### config.mk
export PLATFORM = sky130hd
export DESIGN_NAME = wrapping_counter_gaussian_derivative_core
export DESIGN_NICKNAME = d
export VERILOG_FILES = /design/src/rtl/core/wcgd_pkg.sv /design/src/rtl/core/wrapping_counter_gaussian_derivative_core.sv /design/src/rtl/core/wcgd_window.sv /design/src/rtl/core/wcgd_mac.sv
export SDC_FILE = /design/constraint.sdc
export NUM_CORES = 1
export LEC_CHECK = 0
export BUFFER_PORTS_ARGS = -buffer_cell sky130_fd_sc_hd__buf_2
export CORE_ASPECT_RATIO = 1.75
export CORE_MARGIN = 2
export CORE_UTILIZATION = 55
export DETAILED_ROUTE_END_ITERATION = 16
export PLACE_DENSITY = 0.76
export SLEW_MARGIN = 20
export SYNTH_ARGS = -nofsm -noshare
export SYNTH_HDL_FRONTEND = slang
export SYNTH_SLANG_ARGS = --single-unit
### constraint.sdc
create_clock -name clk -period 6.85 [get_ports clk]
set_clock_uncertainty 0.05 [all_clocks]
set_input_delay 0 -clock clk [delete_from_list [all_inputs] [get_ports clk]]
set_output_delay 0 -clock clk [all_outputs]
set_load 0.1 [all_outputs]
### src/rtl/core/wcgd_pkg.sv
// Shared types, constants and elaboration-time kernel functions for the rate filter.
package wcgd_pkg;

	localparam int DIG = 4;
	localparam int SAMPLE_W = 8;
	localparam int RATE_W = 48;
	localparam int WRAP_STEP = 256;

	localparam logic signed [63:0] RATE_MAX = 64'sh0000_7FFF_FFFF_FFFF;
	localparam logic signed [63:0] RATE_MIN = -RATE_MAX - 64'sd1;

	localparam logic [63:0] QONE = 64'd1 << 31;
	localparam logic [63:0] QHALF = 64'd1 << 30;
	localparam logic [63:0] INV_E_Q31 = 64'd790015084;
	localparam logic [63:0] INV_SQRT_2PI_Q31 = 64'd856722024;
	localparam logic [63:0] MS_PER_S = 64'd1000;
	localparam int TAYLOR_TERMS = 24;

	typedef struct packed {
		logic clear;
		logic load;
	} mac_ctl_t;

	typedef struct packed {
		logic busy;
		logic last;
	} mac_sts_t;

	// restoring shift-subtract divide, elaboration only
	function automatic logic [63:0] udiv(input logic [63:0] a, input logic [63:0] b);
		logic [64:0] r;
		logic [63:0] q;
		r = '0;
		q = '0;
		for (int k = 63; k >= 0; k--) begin
			r = {r[63:0], a[k]};
			if (r >= {1'b0, b}) begin
				r = r - {1'b0, b};
				q[k] = 1'b1;
			end
		end
		return q;
	endfunction

	// exp(-f) in Q31 from the alternating Taylor series
	function automatic logic [63:0] exp_neg_frac(input logic [63:0] f);
		logic signed [63:0] sum;
		logic [63:0] term;
		logic stop;
		sum = $signed(QONE);
		term = QONE;
		stop = 1'b0;
		for (int k = 1; k <= TAYLOR_TERMS; k++) begin
			if (!stop) begin
				term = udiv((term * f) >> 31, 64'(k));
				if (term == 64'd0) begin
					stop = 1'b1;
				end else if (k % 2 == 1) begin
					sum = sum - $signed(term);
				end else begin
					sum = sum + $signed(term);
				end
			end
		end
		return (sum < 0) ? 64'd0 : $unsigned(sum);
	endfunction

	function automatic logic signed [63:0] kern_word(input int taps, input int sigma,
			input int period, input int frac, input int i);
		logic [63:0] s2, den8, dd, ad, d2, n, r, g, h, mag;
		logic signed [63:0] d;
		s2 = 64'(sigma) * 64'(sigma);
		den8 = 64'd8 * s2;
		dd = (64'd1 << (32 - frac)) * 64'(period) * s2 * 64'(sigma);
		d = 64'(2 * i - (taps - 1));
		ad = (d < 0) ? $unsigned(-d) : $unsigned(d);
		if (ad == 64'd0) begin
			return 64'sd0;
		end
		d2 = ad * ad;
		n = udiv(d2, den8);
		r = d2 - n * den8;
		g = exp_neg_frac(udiv(r << 31, den8));
		for (logic [63:0] j = 64'd0; j < n && g != 64'd0; j++) begin
			g = (g * INV_E_Q31 + QHALF) >> 31;
		end
		h = (g * INV_SQRT_2PI_Q31 + QHALF) >> 31;
		mag = udiv(h * ad * MS_PER_S + (dd >> 1), dd);
		return (d < 0) ? -$signed(mag) : $signed(mag);
	endfunction

	function automatic logic [63:0] kern_max(input int taps, input int sigma,
			input int period, input int frac);
		logic signed [63:0] w;
		logic [63:0] m;
		m = '0;
		for (int i = 0; i < taps; i++) begin
			w = kern_word(taps, sigma, period, frac, i);
			if (w < 0) begin
				w = -w;
			end
			if ($unsigned(w) > m) begin
				m = $unsigned(w);
			end
		end
		return m;
	endfunction

endpackage

### src/rtl/core/wrapping_counter_gaussian_derivative_core.sv
// Top level: derivative-of-Gaussian rate filter over an unwrapped 8-bit counter window.
// A sample beat gives one rate beat after the digit-serial multiply-accumulate has run over all
// TAPS taps, ND being the number of 4-bit digits of an unwrapped sample (4 at the defaults).
// A new beat is taken only when idle, once the last result has been loaded into the output register.
// A clear beat gives no result. Reset empties the window and head pointer;
// the kernel is a constant table, so no start-up pass is needed.
module wrapping_counter_gaussian_derivative_core #(
	parameter int TAPS = 21,
	parameter int SIGMA = 3,
	parameter int SAMPLE_PERIOD_MS = 100,
	parameter int COEF_FRAC_BITS = 16
) (
	input  logic                                clk,
	input  logic                                arst_n,
	input  logic                                in_valid,
	output logic                                in_ready,
	input  logic                                action,
	input  logic [wcgd_pkg::SAMPLE_W-1:0]       sample,
	output logic                                out_valid,
	input  logic                                out_ready,
	output logic signed [wcgd_pkg::RATE_W-1:0]  rate
);

	localparam int DIG = wcgd_pkg::DIG;
	localparam int PW = $clog2(TAPS);
	localparam int UW_MIN = $clog2(wcgd_pkg::WRAP_STEP * TAPS);
	localparam int ND = (UW_MIN + DIG - 1) / DIG;
	localparam int UW = ND * DIG;
	localparam logic [63:0] KMAX =
		wcgd_pkg::kern_max(TAPS, SIGMA, SAMPLE_PERIOD_MS, COEF_FRAC_BITS);
	localparam int KW = $clog2(KMAX + 64'd1) + 1;
	localparam int AWC = KW + UW + $clog2(TAPS) + 1;
	localparam int AW = (AWC > wcgd_pkg::RATE_W) ? AWC : wcgd_pkg::RATE_W + 1;
	localparam logic [PW-1:0] LAST_TAP = PW'(TAPS - 1);

	typedef enum logic [4:0] {
		ST_IDLE  = 5'b00001,
		ST_FETCH = 5'b00010,
		ST_LOAD  = 5'b00100,
		ST_RUN   = 5'b01000,
		ST_DONE  = 5'b10000
	} state_t;

	state_t                            state_q, state_d;
	logic [PW-1:0]                     head_q, head_nxt;
	logic [PW-1:0]                     rd_ptr_q, rd_ptr_nxt;
	logic [PW-1:0]                     tap_q;
	logic [wcgd_pkg::SAMPLE_W-1:0]     prev_q;
	logic [UW-1:0]                     offset_q, off_n, u_val;
	logic                              out_valid_q;
	logic signed [wcgd_pkg::RATE_W-1:0] rate_q;

	logic                              accept, win_clr, win_wr, win_rd, out_load, wrap;
	logic [wcgd_pkg::SAMPLE_W-1:0]     rd_data;
	logic signed [KW-1:0]              kern_tab [TAPS];
	wcgd_pkg::mac_ctl_t                mac_ctl;
	wcgd_pkg::mac_sts_t                mac_sts;
	logic signed [wcgd_pkg::RATE_W-1:0] rate_sat;

	for (genvar g = 0; g < TAPS; g++) begin : g_kern
		localparam logic signed [KW-1:0] KWORD =
			KW'(wcgd_pkg::kern_word(TAPS, SIGMA, SAMPLE_PERIOD_MS, COEF_FRAC_BITS, g));
		assign kern_tab[g] = KWORD;
	end

	assign in_ready = (state_q == ST_IDLE);
	assign accept = in_valid && in_ready;
	assign head_nxt = (head_q == LAST_TAP) ? '0 : head_q + PW'(1);
	assign rd_ptr_nxt = (rd_ptr_q == LAST_TAP) ? '0 : rd_ptr_q + PW'(1);

	// unwrap: add one counter period each time the sequence steps down
	assign wrap = (tap_q != '0) && (prev_q > rd_data);
	assign off_n = wrap ? offset_q + UW'(wcgd_pkg::WRAP_STEP) : offset_q;
	assign u_val = off_n + UW'(rd_data);

	assign out_load = (state_q == ST_DONE) && (!out_valid_q || out_ready);

	always_comb begin
		state_d = state_q;
		win_clr = 1'b0;
		win_wr = 1'b0;
		win_rd = 1'b0;
		mac_ctl = '0;
		unique case (state_q)
			ST_IDLE: begin
				if (accept) begin
					if (action) begin
						win_clr = 1'b1;
					end else begin
						win_wr = 1'b1;
						mac_ctl.clear = 1'b1;
						state_d = ST_FETCH;
					end
				end
			end
			ST_FETCH: begin
				win_rd = 1'b1;
				state_d = ST_LOAD;
			end
			ST_LOAD: begin
				mac_ctl.load = 1'b1;
				state_d = ST_RUN;
			end
			ST_RUN: begin
				if (mac_sts.last) begin
					if (tap_q == LAST_TAP) begin
						state_d = ST_DONE;
					end else begin
						win_rd = 1'b1;
						state_d = ST_LOAD;
					end
				end
			end
			ST_DONE: begin
				if (out_load) begin
					state_d = ST_IDLE;
				end
			end
			default: begin
				state_d = ST_IDLE;
			end
		endcase
	end

	always_ff @(posedge clk or negedge arst_n) begin
		if (!arst_n) begin
			state_q <= ST_IDLE;
			head_q <= '0;
			rd_ptr_q <= '0;
			tap_q <= '0;
			out_valid_q <= 1'b0;
		end else begin
			state_q <= state_d;
			if (win_clr) begin
				head_q <= '0;
			end else if (win_wr) begin
				// new head is also the oldest entry
				head_q <= head_nxt;
				rd_ptr_q <= head_nxt;
				tap_q <= '0;
			end
			if (win_rd) begin
				rd_ptr_q <= rd_ptr_nxt;
			end
			if (state_q == ST_RUN && mac_sts.last && tap_q != LAST_TAP) begin
				tap_q <= tap_q + PW'(1);
			end
			if (out_load) begin
				out_valid_q <= 1'b1;
			end else if (out_ready) begin
				out_valid_q <= 1'b0;
			end
		end
	end

	always_ff @(posedge clk) begin
		if (win_wr) begin
			offset_q <= '0;
		end else if (state_q == ST_LOAD) begin
			offset_q <= off_n;
			prev_q <= rd_data;
		end
		if (out_load) begin
			rate_q <= rate_sat;
		end
	end

	wcgd_window #(
		.TAPS (TAPS),
		.PW   (PW)
	) u_window (
		.clk     (clk),
		.arst_n  (arst_n),
		.clr     (win_clr),
		.wr_en   (win_wr),
		.wr_addr (head_q),
		.wr_data (sample),
		.rd_en   (win_rd),
		.rd_addr (rd_ptr_q),
		.rd_data (rd_data)
	);

	wcgd_mac #(
		.KW (KW),
		.UW (UW),
		.ND (ND),
		.AW (AW)
	) u_mac (
		.clk      (clk),
		.arst_n   (arst_n),
		.ctl      (mac_ctl),
		.u_in     (u_val),
		.kern     (kern_tab[tap_q]),
		.sts      (mac_sts),
		.rate_sat (rate_sat)
	);

	assign out_valid = out_valid_q;
	assign rate = rate_q;

	a_idle_mac_quiet: assert property (@(posedge clk) disable iff (!arst_n)
		in_ready |-> !mac_sts.busy)
		else $error("multiply-accumulate busy while taking a new beat");

	a_last_in_run: assert property (@(posedge clk) disable iff (!arst_n)
		mac_sts.last |-> (state_q == ST_RUN))
		else $error("digit sequence ended outside the run state");

	a_done_all_taps: assert property (@(posedge clk) disable iff (!arst_n)
		(state_q == ST_DONE) |-> (tap_q == LAST_TAP))
		else $error("result finished before the last tap");

	a_out_from_done: assert property (@(posedge clk) disable iff (!arst_n)
		$rose(out_valid_q) |-> $past(state_q == ST_DONE))
		else $error("result beat raised outside the done state");

endmodule

### src/rtl/core/wcgd_window.sv
// Sample window store: one write and one registered read per cycle, per-entry valid bits.
module wcgd_window #(
	parameter int TAPS = 21,
	parameter int PW = 5
) (
	input  logic                           clk,
	input  logic                           arst_n,
	input  logic                           clr,
	input  logic                           wr_en,
	input  logic [PW-1:0]                  wr_addr,
	input  logic [wcgd_pkg::SAMPLE_W-1:0]  wr_data,
	input  logic                           rd_en,
	input  logic [PW-1:0]                  rd_addr,
	output logic [wcgd_pkg::SAMPLE_W-1:0]  rd_data
);

	logic [wcgd_pkg::SAMPLE_W-1:0] mem [TAPS];
	logic [TAPS-1:0]               valid_q;
	logic [wcgd_pkg::SAMPLE_W-1:0] mem_rd_q;
	logic                          vld_rd_q;

	always_ff @(posedge clk) begin
		if (wr_en) begin
			mem[wr_addr] <= wr_data;
		end
		if (rd_en) begin
			mem_rd_q <= mem[rd_addr];
		end
	end

	always_ff @(posedge clk or negedge arst_n) begin
		if (!arst_n) begin
			valid_q <= '0;
			vld_rd_q <= 1'b0;
		end else begin
			if (clr) begin
				valid_q <= '0;
			end else if (wr_en) begin
				valid_q[wr_addr] <= 1'b1;
			end
			if (rd_en) begin
				vld_rd_q <= valid_q[rd_addr];
			end
		end
	end

	// an entry never written since the last clear reads as zero
	assign rd_data = vld_rd_q ? mem_rd_q : '0;

endmodule

### src/rtl/core/wcgd_mac.sv
// Digit-serial multiply-accumulate: one unsigned digit of the sample times the kernel word a cycle.
module wcgd_mac #(
	parameter int KW = 20,
	parameter int UW = 16,
	parameter int ND = 4,
	parameter int AW = 49
) (
	input  logic                                clk,
	input  logic                                arst_n,
	input  wcgd_pkg::mac_ctl_t                  ctl,
	input  logic [UW-1:0]                       u_in,
	input  logic signed [KW-1:0]                kern,
	output wcgd_pkg::mac_sts_t                  sts,
	output logic signed [wcgd_pkg::RATE_W-1:0]  rate_sat
);

	localparam int DIG = wcgd_pkg::DIG;
	localparam int DW = $clog2(ND);
	localparam int SW = KW + UW - DIG;
	localparam int PPW = SW + DIG + 1;
	localparam logic signed [AW-1:0] SAT_HI = AW'(wcgd_pkg::RATE_MAX);
	localparam logic signed [AW-1:0] SAT_LO = AW'(wcgd_pkg::RATE_MIN);

	logic signed [SW-1:0]  kern_sh_q;
	logic [UW-1:0]         dig_sr_q;
	logic [DW-1:0]         dig_q;
	logic                  busy_q;
	logic signed [AW-1:0]  acc_q;
	logic signed [PPW-1:0] pp;
	logic                  last;

	assign pp = kern_sh_q * $signed({1'b0, dig_sr_q[DIG-1:0]});
	assign last = busy_q && (dig_q == DW'(ND - 1));

	always_ff @(posedge clk) begin
		if (ctl.load) begin
			kern_sh_q <= SW'(kern);
			dig_sr_q <= u_in;
		end else if (busy_q) begin
			// move the kernel up one digit as the sample moves down one
			kern_sh_q <= kern_sh_q <<< DIG;
			dig_sr_q <= dig_sr_q >> DIG;
		end
	end

	always_ff @(posedge clk or negedge arst_n) begin
		if (!arst_n) begin
			busy_q <= 1'b0;
			dig_q <= '0;
			acc_q <= '0;
		end else begin
			if (ctl.clear) begin
				acc_q <= '0;
			end else if (busy_q) begin
				acc_q <= acc_q + AW'(pp);
			end
			if (ctl.load) begin
				busy_q <= 1'b1;
				dig_q <= '0;
			end else if (busy_q) begin
				dig_q <= dig_q + DW'(1);
				if (last) begin
					busy_q <= 1'b0;
				end
			end
		end
	end

	always_comb begin
		priority if (acc_q > SAT_HI) begin
			rate_sat = wcgd_pkg::RATE_W'(wcgd_pkg::RATE_MAX);
		end else if (acc_q < SAT_LO) begin
			rate_sat = wcgd_pkg::RATE_W'(wcgd_pkg::RATE_MIN);
		end else begin
			rate_sat = acc_q[wcgd_pkg::RATE_W-1:0];
		end
	end

	assign sts.busy = busy_q;
	assign sts.last = last;

endmodule
# ---- Word-level counts from Yosys, hierarchy flattened
# Memories as Yosys holds them, arrays and structs flattened. A register that Yosys moved wholly into a read port is not among the register bits.
# Cells that the tools add are included.
dict set report op_classes {
  addsub 7
  mul 1
  magnitude_cmp 7
  n_eq_ne 16
  mux 51
  n_bitwise 3
  n_reduce_logical 20
}
# operator n
set op_table {}
lappend op_table {{two-way mux 49 bit} 2}
lappend op_table {{two-way mux 16 bit} 5}
lappend op_table {{two-way mux 5 bit} 14}
lappend op_table {{two-way mux 28 bit} 2}
lappend op_table {{adder 49 x 33 -> 49 bit} 1}
lappend op_table {{greater-than comparator 49 x 48 -> 1 bit, second input constant} 1}
lappend op_table {{less-than comparator 49 x 48 -> 1 bit, second input constant} 1}
lappend op_table {{two-way mux 48 bit} 1}
lappend op_table {{two-way mux 21 bit} 2}
lappend op_table {{multiplier 28 x 5 -> 33 bit} 1}
lappend op_table {{case mux 5 bit (5 select lines)} 1}
lappend op_table {{bitwise OR 21 bit} 1}
lappend op_table {{equality test 5 bit, second input constant} 4}
lappend op_table {{two-way mux 1 bit} 18}
lappend op_table {{adder 16 x 8 -> 16 bit} 1}
lappend op_table {{adder 16 x 9 -> 16 bit, second input constant} 1}
lappend op_table {{adder 5 x 1 -> 5 bit, second input constant} 3}
lappend op_table {{less-than comparator 5 x 6 -> 1 bit, second input constant} 2}
lappend op_table {{nonzero test 2 bit} 6}
lappend op_table {{greater-than comparator 8 bit} 1}
lappend op_table {{two-way mux 8 bit} 1}
lappend op_table {{inequality test 2 bit, second input constant} 4}
lappend op_table {{logical AND 1 bit} 7}
lappend op_table {{greater-or-equal comparator 6 bit, second input constant} 1}
lappend op_table {{20 further kinds} 24}
dict set report totals {
  register_bits 211
  mem_bits_rw 168
  mem_bits_ro 512
  in_bits 13
  out_inout_bits 50
  wordCells 122
  n_memories 2
}
# memory depth width read_ports rd_clocked_by_memory_dff write_ports line_no
set memory_table {}
lappend memory_table {{(name not given)} 32 16 1 0 0 wrapping_counter_gaussian_derivative_core.sv:193} ;# .kern (kern_tab[tap_q]),
lappend memory_table {u_window.mem 21 8 1 1 1 wcgd_window.sv:17} ;# logic [wcgd_pkg::SAMPLE_W-1:0] mem [TAPS];

# ---- Depth between registers and ports, before layout
dict set report logic_depth {
  word_depth 7
  ltp_mapped 21
  depth_no_buf 18
}

# ---- Cells and area by module
# From an unflattened synthesis, not the netlist that was laid out.
dict set report unflattened {
  cells_unflattened 2174
  area_unflattened_um2 24088.1
}
# mod n_inst cells_each area_each_um2 seq_area_each_um2
set by_module_without_submodules {}
lappend by_module_without_submodules {wcgd_mac 1 1352 11857.6 2622.5}
lappend by_module_without_submodules {wcgd_window 1 445 7985.2 5835.6}
lappend by_module_without_submodules {wrapping_counter_gaussian_derivative_core 1 377 4245.3 2368.5}

# ---- Worst setup path before layout
# Ideal clock, no wire load.
dict set report synth_path {
  path_kind {flip-flop to flip-flop}
  start {register u_mac.dig_sr_q[1]}
  end {register u_mac.acc_q[48]}
  setup_ns 0.087
  arrival_ns 5.454
  required_ns 6.713
  slack_ns 1.259
  path_stages_with_launch 21
  path_buffers 2
  synth_period_minus_slack_ns 5.591
  cell_sequence {edfxtp_1 -> clkbuf_1 -> and2_1 -> inv_1 -> fa_1 -> inv_1 -> fa_1 -> inv_1 -> fa_1 -> inv_1 -> ha_1 -> clkbuf_1 -> a21o_1 -> a21o_1 -> a221oi_1 -> o221ai_1 -> nor2_1 -> a211o_1 -> o21ai_1 -> or4_1 -> o211ai_1}
}
dict set report synth_between {
  elab_chain_cells 4
}
# item line_no
set synth_rtl {}
lappend synth_rtl {{from (decl)} wcgd_mac.sv:25} ;# logic [UW-1:0] dig_sr_q;
lappend synth_rtl {{from (signal assigned)} wcgd_mac.sv:38} ;# dig_sr_q <= u_in;
lappend synth_rtl {{from (signal assigned)} wcgd_mac.sv:42} ;# dig_sr_q <= dig_sr_q >> DIG;
lappend synth_rtl {{multiplier 28 x 5 -> 33 bit} wcgd_mac.sv:32} ;# assign pp = kern_sh_q * $signed({1'b0, dig_sr_q[DIG-1:0]});
lappend synth_rtl {{adder 49 x 33 -> 49 bit} wcgd_mac.sv:55} ;# acc_q <= acc_q + AW'(pp);
lappend synth_rtl {{two-way mux 49 bit} wcgd_mac.sv:54} ;# end else if (busy_q) begin
lappend synth_rtl {{two-way mux 49 bit} wcgd_mac.sv:52} ;# if (ctl.clear) begin
lappend synth_rtl {{to (signal assigned)} wcgd_mac.sv:55}
lappend synth_rtl {{to (decl)} wcgd_mac.sv:28} ;# logic signed [AW-1:0] acc_q;
# Every way passes these cells. The select of a mux whose other input is x is not followed.
# A chain may end at the register's enable or synchronous reset.

# ---- Final worst setup path
dict set report layout_path {
  start {register u_mac.dig_sr_q[0]}
  end {register u_mac.acc_q[41]}
}
# Same word-level chain as after synthesis.

==> run_results.csv <==
group,metric,value,unit
run_status,status,"finished clean",
cells_and_area,syn_to_final_growth,8.682,%
setup_path,start_kind,"flop",
synth,synth_area_leaders,"edfxtp_1 35%, fa_1 10%, dfrtp_1 9.9%",
routing,detail_route.vias_per_cell,5.812,
sta,finalCriticalPeriod,5.920,ns
synth,yosysTopAreaCellShare,0.3498,
sta,fin_tns_setup,0,ns
setup_path,required,7.26,ns
grt,grt_pass1_wl,89010,um
floorplanning,coreArea,42540,um2
routing,routed_wl,55140,um
clock_tree,cts_made_buffers,36,
setup_path,endpoint_kind,"flop",
synth,ys_seq_elements,379,
sta,relSlewSlack,0.2830,
grt,grt_max_degree,96,
synth,yosys.cell_count.top_type,"inv_1",
synth,synth_cell_types,75,
grt,grt_usage,0.2533,
sta,finalSetupViolCount,0,
clock_tree,clock_latency,0.55,ns
place,post-dp-hpwl,39540,um
cells_and_area,antenna_cells,0,
cells_and_area,seq_area,10830,um2
clock_tree,cts_setup_buffers,0,
routing,postRouteAntennaNets,0,
synth,synth_edf_count,276,
cells_and_area,drive_gt1_frac,0.09633,
synth,async_flop_share,0.2507,
floorplanning,fp.dieArea,44820,um2
sta,fmax,168.9,MHz
hold_path,min_path_type,"input port to flop",
grt,overflow,0,
cells_and_area,n_fill_cell,3372,
floorplanning,fp.dieH,278.6,um
cells_and_area,layout.nets,2463,
routing,post-route-drc-count,0,
place,post-place-ws,0.9851,ns
sta,hold_viol_final,0,
synth,synthTopCellsByCount,"279 x inv_1, 276 x edfxtp_1, 227 x nor2_1, 214 x nand2_1, 125 x ha_1",
setup_path,worstPathMaxFanout,28,
synth,syn_area_per_cell,10.82,um2
clock_tree,clock_sinks,379,
setup_path,crit_arrival,6.34,ns
sta,rsz0062_at_grt,"false",
floorplanning,chipWidth,160.9,um
cells_and_area,multi_input_area,11370,um2
routing,drtIter0Drc,987,
grt,antenna_found_initial,0,
synth,synth_seq_area_share,0.4570,
clock_tree,cts-root-buf,"clkbuf_16",
clock_tree,htreeDepth,2,
synth,synth_nets,2447,
sta,setup_ws,0.9299,ns
synth,synth_top_area_cell,"edfxtp_1",
setup_path,path_class,"flop to flop",
sta,period_share,0.8642,
floorplanning,pin_count,63,
synth,yosys_warnings,0,
sta,slew_violations,0,
synth,postSynthCellCount,2189,
clock_tree,clockBufferDepth,3,
clock_tree,clk_pin_slew,0.07,ns
floorplanning,start_util,0.5569,
flow_run,maxCapViolCount,0,
floorplanning,row_count,100,
clock_tree,cts_tree,"done",
routing,via_count,16230,
place,port_buffers,62,
place,place.gp.congestion,0.9582,
synth,synthFlopType,"edfxtp_1",
synth,netlist_area,23690,um2
sta,tightest_slew,1.075,ns
grt,first_global_vias,16910,
routing,wl_per_cell,19.74,um
routing,drt_pass1_iterations,8,
cells by family after synthesis:
family,Yosys count,share of synthesized area
xor gates and xnor gates,55,0.02033
muxes,94,0.06829
buffers and inverters,397,0.06374
adders and majority gates,245,0.1674
DFF,379,0.4570
AOI/OAI and AO/OA,383,0.1016
and+or+nand+nor,636,0.1216
final cells by class:
class | instances | share of cell area
multi-input combinational | 1413 | 0.4416
timing repair buffer | 94 | 0.02332
inverter | 281 | 0.04096
tap | 561 | 0.02726
sequential | 379 | 0.4207
clock inverter | 20 | 0.008747
clock buffer | 45 | 0.03747
worst max-delay path, cell delays in order (launching register included):
cell and delay, ns:
edfxtp_1 1.06, nand2_1 0.49, inv_1 0.62, fa_1 0.53, ha_1 0.30, inv_1 0.07, fa_1 0.53, inv_1 0.04
ha_1 0.42, nand4_1 0.19, nor3_1 0.36, o211ai_1 0.18, a31oi_1 0.44, a31oi_1 0.19, nor3b_1 0.17, nor3_1 0.18
stage by stage:
stage / instance area [um2] / hold slack [ns] / std cells / util
2_1_floorplan: 23690 / -0.3456 / 2189 / -
3_3_place_gp: 24390 / -0.02500 / 2713 / 0.5734
3_5_place_dp: 24390 / -0.02443 / 2713 / 0.5734
4_1_cts: 25740 / 0.1550 / 2793 / 0.6051
5_1_grt: 25750 / 0.1895 / 2793 / 0.6053
6_report: 25750 / 0.1695 / 2793 / 0.6053
placed cells by master, fill, tap and decap left out, types with 20 or more instances in the layout:
master,instances
a21o_1,43
nand3_1,23
nand4_1,28
nand2_1,213
a31oi_1,40
edfxtp_1,276
clkbuf_16,36
nor2_1,226
dfrtp_1,90
fa_1,120
mux4_2,54
a21oi_1,84
buf_2,61
xnor2_1,41
mux2i_1,39
inv_1,279
ha_1,125
and2_1,65
o21ai_0,109
nor3_1,20
final timing paths:
kind / end / from / cells past startpoint / slack [ns]
max in group asynchronous: u_mac.busy_q$_DFF_PN0_ / arst_n / 4 / 5.28
max: u_mac.acc_q[41]$_DFFE_PN0P_ / u_mac.dig_sr_q[0]$_DFFE_PP_ / 15 / 0.93
min: out_valid$_DFFE_PN0P_ / out_ready / 3 / 0.17
min in group asynchronous: u_mac.acc_q[32]$_DFFE_PN0P_ / arst_n / 3 / 0.36
max reg2reg: u_mac.acc_q[41]$_DFFE_PN0P_ / u_mac.dig_sr_q[0]$_DFFE_PP_ / 15 / 0.93
min reg2reg: u_window.valid_q[4]$_DFFE_PN0P_ / u_window.valid_q[4]$_DFFE_PN0P_ / 2 / 0.45
layer usage:
metal  vias up  GRT usage  part of all wire
met5         -          0                 0
met4         0     0.1213             0.049
met3       166    0.02563             0.041
met2       476     0.4916              0.56
met1      8050     0.2702              0.35
li1       7541          -                 -
sequential cells by signal, summed over array words and instances, names as in the netlist, 8 cells and up:
name,count
rate,48
prev_q,8
offset_q,8
u_window.mem_rd_q,8
u_window.valid_q,21
u_mac.kern_sh_q,28
u_mac.acc_q,49
u_window.mem,168
u_mac.dig_sr_q,16
what timing repair did:
item,4_1_cts,5_1_grt
endpoints found under the hold margin,214,0
hold buffers,15,0
resized for setup,0,0
endpoints found under the setup margin,0,0
Power is left out: the tool's default activity adds up to more than one toggle a clock period on the data nets, which glitch-free logic cannot reach.
